File: src/rtl/lrufr_pkg.sv
// Shared constants, codes and payload types of the LRU frame replacement list.
package lrufr_pkg;

	localparam int FRAMES     = 64;
	localparam int FRAME_BITS = 6;
	localparam int PAGE_BITS  = 16;
	localparam int OWNER_BITS = 8;
	localparam int DATA_BITS  = PAGE_BITS + OWNER_BITS;

	localparam logic [1:0] KIND_INSERT = 2'd0;
	localparam logic [1:0] KIND_TOUCH  = 2'd1;
	localparam logic [1:0] KIND_EVICT  = 2'd2;

	localparam logic [1:0] ST_OK      = 2'd0;
	localparam logic [1:0] ST_EMPTY   = 2'd1;
	localparam logic [1:0] ST_ABSENT  = 2'd2;
	localparam logic [1:0] ST_PRESENT = 2'd3;

	typedef struct packed {
		logic [1:0]            kind;
		logic [FRAME_BITS-1:0] frame_number;
		logic [PAGE_BITS-1:0]  page_number;
		logic [OWNER_BITS-1:0] owner_id;
	} cmd_t;

	typedef struct packed {
		logic [1:0]            status;
		logic [FRAME_BITS-1:0] victim_frame;
		logic [PAGE_BITS-1:0]  victim_page;
		logic [OWNER_BITS-1:0] victim_owner;
	} result_t;

endpackage

File: src/rtl/lru_frame_replacement_list_core.sv
// Top level: LRU recency list over physical frames, sequencer and link/data RAMs.
//
//  channel  | ports               | handshake
//  ---------+---------------------+-------------------------------------------
//  command  | start, busy, cmd    | word taken at a clock edge with start & !busy
//  result   | done, result        | word shown for one cycle while done is high
//
// Insert, touch of an absent or newest frame and evict of an empty list end in
// S_EXEC, other evicts in S_FETCH. The next command may be taken in the cycle
// the result shows. The link RAMs have one write port each, so a touch that
// moves a frame unlinks it in S_FETCH and relinks it at the newest end in S_LINK.
// Reset (arst_n low) empties the list and clears all presence bits at once.
// The result side cannot stall; done is a one-cycle strobe.
module lru_frame_replacement_list_core (
	input  logic                    clk,
	input  logic                    arst_n,
	input  logic                    start,
	output logic                    busy,
	input  lrufr_pkg::cmd_t         cmd,
	output logic                    done,
	output lrufr_pkg::result_t      result
);

	typedef enum logic [3:0] {
		S_IDLE  = 4'b0001,
		S_EXEC  = 4'b0010,
		S_FETCH = 4'b0100,
		S_LINK  = 4'b1000
	} state_t;

	state_t                                 state_q;
	lrufr_pkg::cmd_t                        req_q;
	logic [lrufr_pkg::FRAMES-1:0]           present_q;
	logic [lrufr_pkg::FRAME_BITS-1:0]       newest_q;
	logic [lrufr_pkg::FRAME_BITS-1:0]       oldest_q;
	logic                                   nonempty_q;
	lrufr_pkg::result_t                     result_q;
	logic                                   done_q;

	logic [lrufr_pkg::FRAME_BITS-1:0]       raddr;
	logic                                   d_we;
	logic [lrufr_pkg::DATA_BITS-1:0]        d_rdata;
	logic                                   nw_we;
	logic [lrufr_pkg::FRAME_BITS-1:0]       nw_waddr;
	logic [lrufr_pkg::FRAME_BITS-1:0]       nw_wdata;
	logic [lrufr_pkg::FRAME_BITS-1:0]       nw_rdata;
	logic                                   od_we;
	logic [lrufr_pkg::FRAME_BITS-1:0]       od_waddr;
	logic [lrufr_pkg::FRAME_BITS-1:0]       od_wdata;
	logic [lrufr_pkg::FRAME_BITS-1:0]       od_rdata;
	logic [lrufr_pkg::FRAME_BITS-1:0]       f;

	assign f      = req_q.frame_number;
	assign busy   = (state_q != S_IDLE);
	assign done   = done_q;
	assign result = result_q;

	// Read the oldest frame for evict, the requested frame for touch.
	assign raddr = (req_q.kind == lrufr_pkg::KIND_EVICT) ? oldest_q : f;

	always_comb begin
		d_we     = 1'b0;
		nw_we    = 1'b0;
		nw_waddr = newest_q;
		nw_wdata = f;
		od_we    = 1'b0;
		od_waddr = f;
		od_wdata = newest_q;
		unique case (state_q)
			S_EXEC: begin
				if (req_q.kind == lrufr_pkg::KIND_INSERT && !present_q[f]) begin
					d_we  = 1'b1;
					nw_we = nonempty_q;
					od_we = nonempty_q;
				end
			end
			S_FETCH: begin
				// unlink a middle frame: newer[o] = n, older[n] = o
				if (req_q.kind == lrufr_pkg::KIND_TOUCH && f != oldest_q) begin
					nw_we    = 1'b1;
					nw_waddr = od_rdata;
					nw_wdata = nw_rdata;
					od_we    = 1'b1;
					od_waddr = nw_rdata;
					od_wdata = od_rdata;
				end
			end
			S_LINK: begin
				nw_we = 1'b1;
				od_we = 1'b1;
			end
			default: begin
			end
		endcase
	end

	lrufr_ram #(.WIDTH(lrufr_pkg::DATA_BITS), .DEPTH(lrufr_pkg::FRAMES)) u_data_ram (
		.clk     (clk),
		.we      (d_we),
		.waddr   (f),
		.wdata   ({req_q.page_number, req_q.owner_id}),
		.raddr   (raddr),
		.rdata_q (d_rdata)
	);

	lrufr_ram #(.WIDTH(lrufr_pkg::FRAME_BITS), .DEPTH(lrufr_pkg::FRAMES)) u_newer_ram (
		.clk     (clk),
		.we      (nw_we),
		.waddr   (nw_waddr),
		.wdata   (nw_wdata),
		.raddr   (raddr),
		.rdata_q (nw_rdata)
	);

	lrufr_ram #(.WIDTH(lrufr_pkg::FRAME_BITS), .DEPTH(lrufr_pkg::FRAMES)) u_older_ram (
		.clk     (clk),
		.we      (od_we),
		.waddr   (od_waddr),
		.wdata   (od_wdata),
		.raddr   (raddr),
		.rdata_q (od_rdata)
	);

	always_ff @(posedge clk or negedge arst_n) begin
		if (!arst_n) begin
			state_q    <= S_IDLE;
			req_q      <= '0;
			present_q  <= '0;
			newest_q   <= '0;
			oldest_q   <= '0;
			nonempty_q <= 1'b0;
			result_q   <= '0;
			done_q     <= 1'b0;
		end else begin
			done_q <= 1'b0;
			unique case (state_q)
				S_IDLE: begin
					if (start) begin
						req_q   <= cmd;
						state_q <= S_EXEC;
					end
				end
				S_EXEC: begin
					unique case (req_q.kind)
						lrufr_pkg::KIND_INSERT: begin
							if (present_q[f]) begin
								result_q <= '{lrufr_pkg::ST_PRESENT, '0, '0, '0};
							end else begin
								present_q[f] <= 1'b1;
								newest_q     <= f;
								if (!nonempty_q) begin
									oldest_q <= f;
								end
								nonempty_q <= 1'b1;
								result_q   <= '{lrufr_pkg::ST_OK, '0, '0, '0};
							end
							done_q  <= 1'b1;
							state_q <= S_IDLE;
						end
						lrufr_pkg::KIND_TOUCH: begin
							if (!present_q[f]) begin
								result_q <= '{lrufr_pkg::ST_ABSENT, '0, '0, '0};
								done_q   <= 1'b1;
								state_q  <= S_IDLE;
							end else if (f == newest_q) begin
								result_q <= '{lrufr_pkg::ST_OK, '0, '0, '0};
								done_q   <= 1'b1;
								state_q  <= S_IDLE;
							end else begin
								state_q <= S_FETCH;
							end
						end
						lrufr_pkg::KIND_EVICT: begin
							if (!nonempty_q) begin
								result_q <= '{lrufr_pkg::ST_EMPTY, '0, '0, '0};
								done_q   <= 1'b1;
								state_q  <= S_IDLE;
							end else begin
								state_q <= S_FETCH;
							end
						end
						default: begin
							result_q <= '{lrufr_pkg::ST_OK, '0, '0, '0};
							done_q   <= 1'b1;
							state_q  <= S_IDLE;
						end
					endcase
				end
				S_FETCH: begin
					if (req_q.kind == lrufr_pkg::KIND_EVICT) begin
						result_q <= '{lrufr_pkg::ST_OK, oldest_q,
							d_rdata[lrufr_pkg::DATA_BITS-1:lrufr_pkg::OWNER_BITS],
							d_rdata[lrufr_pkg::OWNER_BITS-1:0]};
						present_q[oldest_q] <= 1'b0;
						if (oldest_q == newest_q) begin
							nonempty_q <= 1'b0;
						end else begin
							oldest_q <= nw_rdata;
						end
						done_q  <= 1'b1;
						state_q <= S_IDLE;
					end else begin
						// advance the oldest pointer past a moved oldest frame
						if (f == oldest_q) begin
							oldest_q <= nw_rdata;
						end
						state_q <= S_LINK;
					end
				end
				S_LINK: begin
					newest_q <= f;
					result_q <= '{lrufr_pkg::ST_OK, '0, '0, '0};
					done_q   <= 1'b1;
					state_q  <= S_IDLE;
				end
				default: begin
					state_q <= S_IDLE;
				end
			endcase
		end
	end

	a_done_ends_busy: assert property (@(posedge clk) disable iff (!arst_n)
		done_q |-> !busy && $past(busy))
		else $error("result strobe outside the end of an operation");

	a_fail_zero_victim: assert property (@(posedge clk) disable iff (!arst_n)
		done_q && result_q.status != lrufr_pkg::ST_OK |->
			result_q.victim_frame == '0 && result_q.victim_page == '0 &&
			result_q.victim_owner == '0)
		else $error("victim fields not zero on a failed operation");

	a_evict_clears: assert property (@(posedge clk) disable iff (!arst_n)
		state_q == S_FETCH && req_q.kind == lrufr_pkg::KIND_EVICT |=>
			!present_q[$past(oldest_q)])
		else $error("evicted frame still marked present");

endmodule

File: src/rtl/lrufr_ram.sv
// Generic single write port, single read port RAM with registered read data.
module lrufr_ram #(
	parameter int WIDTH = 8,
	parameter int DEPTH = 64
) (
	input  logic                     clk,
	input  logic                     we,
	input  logic [$clog2(DEPTH)-1:0] waddr,
	input  logic [WIDTH-1:0]         wdata,
	input  logic [$clog2(DEPTH)-1:0] raddr,
	output logic [WIDTH-1:0]         rdata_q
);

	logic [WIDTH-1:0] mem [DEPTH];

	always_ff @(posedge clk) begin
		if (we) begin
			mem[waddr] <= wdata;
		end
		rdata_q <= mem[raddr];
	end

endmodule

File: config.mk
export PLATFORM = sky130hd
export DESIGN_NAME = lru_frame_replacement_list_core
export DESIGN_NICKNAME = d
export VERILOG_FILES = /design/src/rtl/lrufr_pkg.sv /design/src/rtl/lru_frame_replacement_list_core.sv /design/src/rtl/lrufr_ram.sv
export SDC_FILE = /design/constraint.sdc
export NUM_CORES = 2
export LEC_CHECK = 0
export BUFFER_PORTS_ARGS = -buffer_cell sky130_fd_sc_hd__buf_2
export CORE_ASPECT_RATIO = 0.9
export CORE_UTILIZATION = 45
export DETAILED_ROUTE_END_ITERATION = 12
export PLACE_DENSITY = 0.63
export SKIP_CTS_REPAIR_TIMING = 1
export SLEW_MARGIN = 20
export SYNTH_ARGS = -nofsm -noshare
export SYNTH_HDL_FRONTEND = slang
export SYNTH_SLANG_ARGS = --single-unit
File: constraint.sdc
create_clock -name clk -period 13.1 [get_ports clk]
set_clock_uncertainty 0.05 [all_clocks]
set_input_delay 0 -clock clk [delete_from_list [all_inputs] [get_ports clk]]
set_output_delay 0 -clock clk [all_outputs]
set_load 0.05 [all_outputs]
==> results.txt <==
----------------------------------------------------
[Placed design]
  Global placer's final weighted congestion ... 0.803
  Quantity of I/O buffers inserted on ports ... a little under 70
  Placement-stage worst setup slack ... around 7700 ps
  Placed cell area ... between 100,000 and 150,000 µm²
  HPWL reported at the end of detailed placement ... 136,000 µm

[Drt]
  Total Routed Length ... about 250,000 µm
  Number of vias per cell after detailed routing ... ~6
  Number of nets with antenna violations after detailed routing ... 0
  DR top layer ... met5
  Drt first pass iters ... 5
  Metal3 WL ... roughly 22,000 µm
  Detailed Route Iter0 Violations ... roughly 6,300
  Number of DRC violations after detailed routing ... 0
  Metal1 wirelength ... 110,000 µm
  Met2 WL post-DR ... 111,000 µm
  WL/cell ... 29.7 µm
  Routed vias ... approximately 50,000

[Global routing]
  Number of antenna violations at the first check in global routing ... 11
  Maximum number of pins on one net before global-route repair ... 123
  Number of global-route vias before repair ... just under 50,000
  Total track usage ... 22.4%
  Global-route wire length before repair ... 354,000 µm
  Overflow left after global routing ... 0

[Critical path]
  Worst Setup SP ... req_q[30]
  Max stage delay cell, worst path ... sky130_fd_sc_hd__buf_4
  CP Data Arrival Time ... 6080 ps
  Startpoint kind of the worst setup timing path ... flip-flop
  Worst Reg-to-Reg Cells ... 11
  Cell seen most often among critical-path stages ... sky130_fd_sc_hd__buf_4
  Category of cells accounting for the largest share of critical-path delay ... buffers and inverters
  Total buffers and inverters traversed by the critical path ... 4
  Type of element capturing the critical path ... flip-flop
  FF-to-FF Start ... req_q[30]
  End of the worst register-to-register path ... u_data_ram.rdata_q[11]
  Critical Path Max Stage Delay ... about 900 ps
  Critical Setup Path Class ... reg -> reg
  Crit path depth ... 11
  Critical-path maximum fanout ... around 110
  Cell Chain, Critical Path ... inv_1 -> ha_1 -> buf_4 -> mux2_8 -> buf_12 -> buf_4 -> mux4_2 -> mux2i_1 -> nand2_1 -> a32oi_1 -> o221ai_1
  Worst endpoint required time ... around 14,000 ps
  Critical Path End ... u_data_ram.rdata_q[11]
  Setup slack, reg-to-reg ... 7690 ps

[Finish]
  Area growth from synthesis to final layout ... 13.0%
  Most used cells in the layout excluding fill and tap cells ... sky130_fd_sc_hd__edfxtp_1, sky130_fd_sc_hd__mux4_2, sky130_fd_sc_hd__nand2_1
  Ratio of cells with drive above 1 in the final layout ... 24.1%
  Most common cell after layout, fill and taps aside ... sky130_fd_sc_hd__edfxtp_1
  Final Core Density ... between 50% and 60%
  Net count reported at finish ... about 5,300
  Fill cell instance count of the final layout ... ~17,000
  Area of all placed cells without fillers ... approximately 110,000 µm²

[Synth]
  Share of async-settable or async-resettable flops after synthesis ... 5.87%
  Netlist cell types ... between 70 and 80
  Syn Nets ... 5,042
  Mapped Avg Cell Area ... 19.5 µm²
  Sequential cell area fraction in the yosys report ... roughly three quarters
  Netlist area before placement ... between 90,000 and 100,000 µm²
  Top FF cell, synth ... sky130_fd_sc_hd__edfxtp_1
  Yosys reg bits ... 2,486
  Cell type contributing the most total cell area after synthesis ... sky130_fd_sc_hd__edfxtp_1
  Biggest area contributors in the synthesized netlist ... sky130_fd_sc_hd__edfxtp_1, sky130_fd_sc_hd__mux4_2, sky130_fd_sc_hd__dfrtp_1, sky130_fd_sc_hd__nand2_1, sky130_fd_sc_hd__mux2i_1
  Synth Instances ... approximately 5,000
  Total of warnings raised by yosys ... 0
  Post-synth EDFFs ... 2,304
  Area share of the largest cell type after synthesis ... 70.8%

[Floorplan]
  Core area ... 215,000 µm²
  Vert. Die Dim ... 444 µm
  Count of boundary I/O pins ... 69
  Core Rows ... about 160
  Width of the die ... 493 µm
  Area of the die ... 219,000 µm²
  Starting utilization of the core area ... 45.5%

[Pwr]
  Cell leakage power ... about 36 nW
  Power per standard cell area ... 237 nW/µm²
  Combinational group share of total power ... 34.7%
  Sw Share ... 35.0%
  Internal cell power ... 17.1 mW
  Sw Pwr ... between 9 and 10 mW
  Sequential share of power ... 39.0%
  Clock group share of total power ... 26.3%
  Largest vdd supply drop ... around 0.00029 V

[STA]
  Crit path setup slack, layout ... 7690 ps
  Setup TNS ... 0 ps
  RSZ-0062 raised after global routing ... false
  Time the final worst path needs with I/O delays and setup ... about 5400 ps
  Final Cycle Share ... 41.3%
  Worst Tran Pin Value ... 1190 ps
  Final Hold Viols ... 0
  Number of endpoints failing setup at the final stage ... 0
  Number of slew-limit violations in the final report ... 0
  Worst max-slew margin expressed relative to the limit ... 19.6%
  Timing-limited maximum frequency ... 185 MHz

[CTS]
  Root Buffer ... sky130_fd_sc_hd__clkbuf_16
  Clock Sinks ... 2,486
  Clock latency on the worst-skew pair ... 880 ps
  Number of buffers added by the clock tree synthesis step ... 240
  Clock tree from TritonCTS ... done
  Number of buffers on the longest clock path ... 3
  Clock transition at the register clock pins on the worst setup and hold paths after CTS ... 60 ps
  Level count of the clock H-tree ... 4

[Min path]
  Hold/Removal Path Class ... in -> async

[Run status]
  Run status ... completed

[Run]
  Max-cap violations ... 0

----------------------------------------------------
tightest hold or removal path: stages:
cell,delay (ps)
sky130_fd_sc_hd__dlygate4sd3_1,520
sky130_fd_sc_hd__dlygate4sd3_1,560
sky130_fd_sc_hd__buf_6,140
sky130_fd_sc_hd__buf_12,210
cells in the mapped netlist (9+ instances only):
master,number
sky130_fd_sc_hd__edfxtp_1,2304
sky130_fd_sc_hd__mux4_2,576
sky130_fd_sc_hd__nand2_1,562
sky130_fd_sc_hd__o21ai_0,172
sky130_fd_sc_hd__mux2i_1,148
sky130_fd_sc_hd__dfrtp_1,145
sky130_fd_sc_hd__nor3_1,113
sky130_fd_sc_hd__buf_2,110
sky130_fd_sc_hd__clkbuf_1,106
sky130_fd_sc_hd__nand3_1,86
sky130_fd_sc_hd__nor2_1,69
sky130_fd_sc_hd__a21oi_1,59
sky130_fd_sc_hd__a211oi_1,58
sky130_fd_sc_hd__nor2b_1,54
sky130_fd_sc_hd__buf_6,41
sky130_fd_sc_hd__buf_4,36
sky130_fd_sc_hd__dfxtp_1,36
sky130_fd_sc_hd__a32oi_1,33
sky130_fd_sc_hd__o221ai_1,33
sky130_fd_sc_hd__a22o_1,30
sky130_fd_sc_hd__o21ai_1,25
sky130_fd_sc_hd__buf_1,20
sky130_fd_sc_hd__mux2_2,18
sky130_fd_sc_hd__nor3_2,18
sky130_fd_sc_hd__nand3b_1,13
sky130_fd_sc_hd__xor2_1,12
sky130_fd_sc_hd__a22oi_1,11
sky130_fd_sc_hd__nand2b_1,11
sky130_fd_sc_hd__nor4_1,9
layout make-up:
class	count	area, µm²	share of cell area (%)
Sequential cell	2486	73600	66.6
Multi-Input combinational cell	2193	22800	20.6
Clock buffer	304	6460	5.85
Tap cell	2852	3570	3.23
Timing Repair Buffer	317	2570	2.33
Clock inverter	154	1420	1.28
Inverter	11	41.3	0.0374
Antenna cell	7	17.5	0.0159
metal layers:
metal  track usage (%)  up-vias
met2              32.8     2440
met1              35.3    26600
met3              3.64      299
li1                  -    20800
met4              5.32        2
met5                 0        -
how the worst min path moves through the flow:
stage                start   end  depth (start not counted)
finish              arst_n  done                          4
global placement    arst_n  done                          1
floorplan           arst_n  done                          0
global route        arst_n  done                          4
CTS                 arst_n  done                          1
detailed placement  arst_n  done                          1
logic make-up (layout without fill, tap and decap cells):
| kind of cell | count (synthesis) | count (layout) | share of synthesized area [%] |
|---|---|---|---|
| buf+inv | 324 | 786 | 1.84 |
| mux | 752 | 752 | 15.1 |
| simple gates | 974 | 974 | 4.61 |
| flops | 2486 | 2486 | 75.3 |
| fa+ha+maj | 4 | 4 | 0.0512 |
| xor+xnor | 18 | 18 | 0.161 |
| other cells | 0 | 7 | 0 |
| compound gates | 445 | 445 | 2.95 |
sequential cells by signal, indices dropped and copies added (netlist names), 4 cells and up:
| name | count |
|---|---|
| present_q | 64 |
| f | 6 |
| state_q | 4 |
| u_older_ram.rdata_q | 6 |
| oldest_q | 6 |
| u_data_ram.mem | 1536 |
| u_older_ram.mem | 384 |
| u_newer_ram.rdata_q | 6 |
| req_q | 26 |
| u_data_ram.rdata_q | 24 |
| newest_q | 6 |
| result | 32 |
| u_newer_ram.mem | 384 |
metrics by stage:
step	hold slack, ps	total power [mW]	std cells
detailed placement	-146	19.4	7759
finish	141	26.2	8324
floorplan	-346	16.2	5003
global placement	-148	19.3	7759
CTS	-1110	26.2	8217
global route	131	27.2	8318
power groups by stage:
stage	combinational, mW	sequential, mW	clock [mW]
3_5_place_dp	9.01	10.4	0
4_1_cts	9.02	10.2	7.00
3_3_place_gp	8.93	10.4	0
6_report	9.10	10.2	6.90
2_1_floorplan	5.69	10.5	0
5_1_grt	9.66	10.2	7.27
No activity file was read; power rests on OpenSTA's default activity.
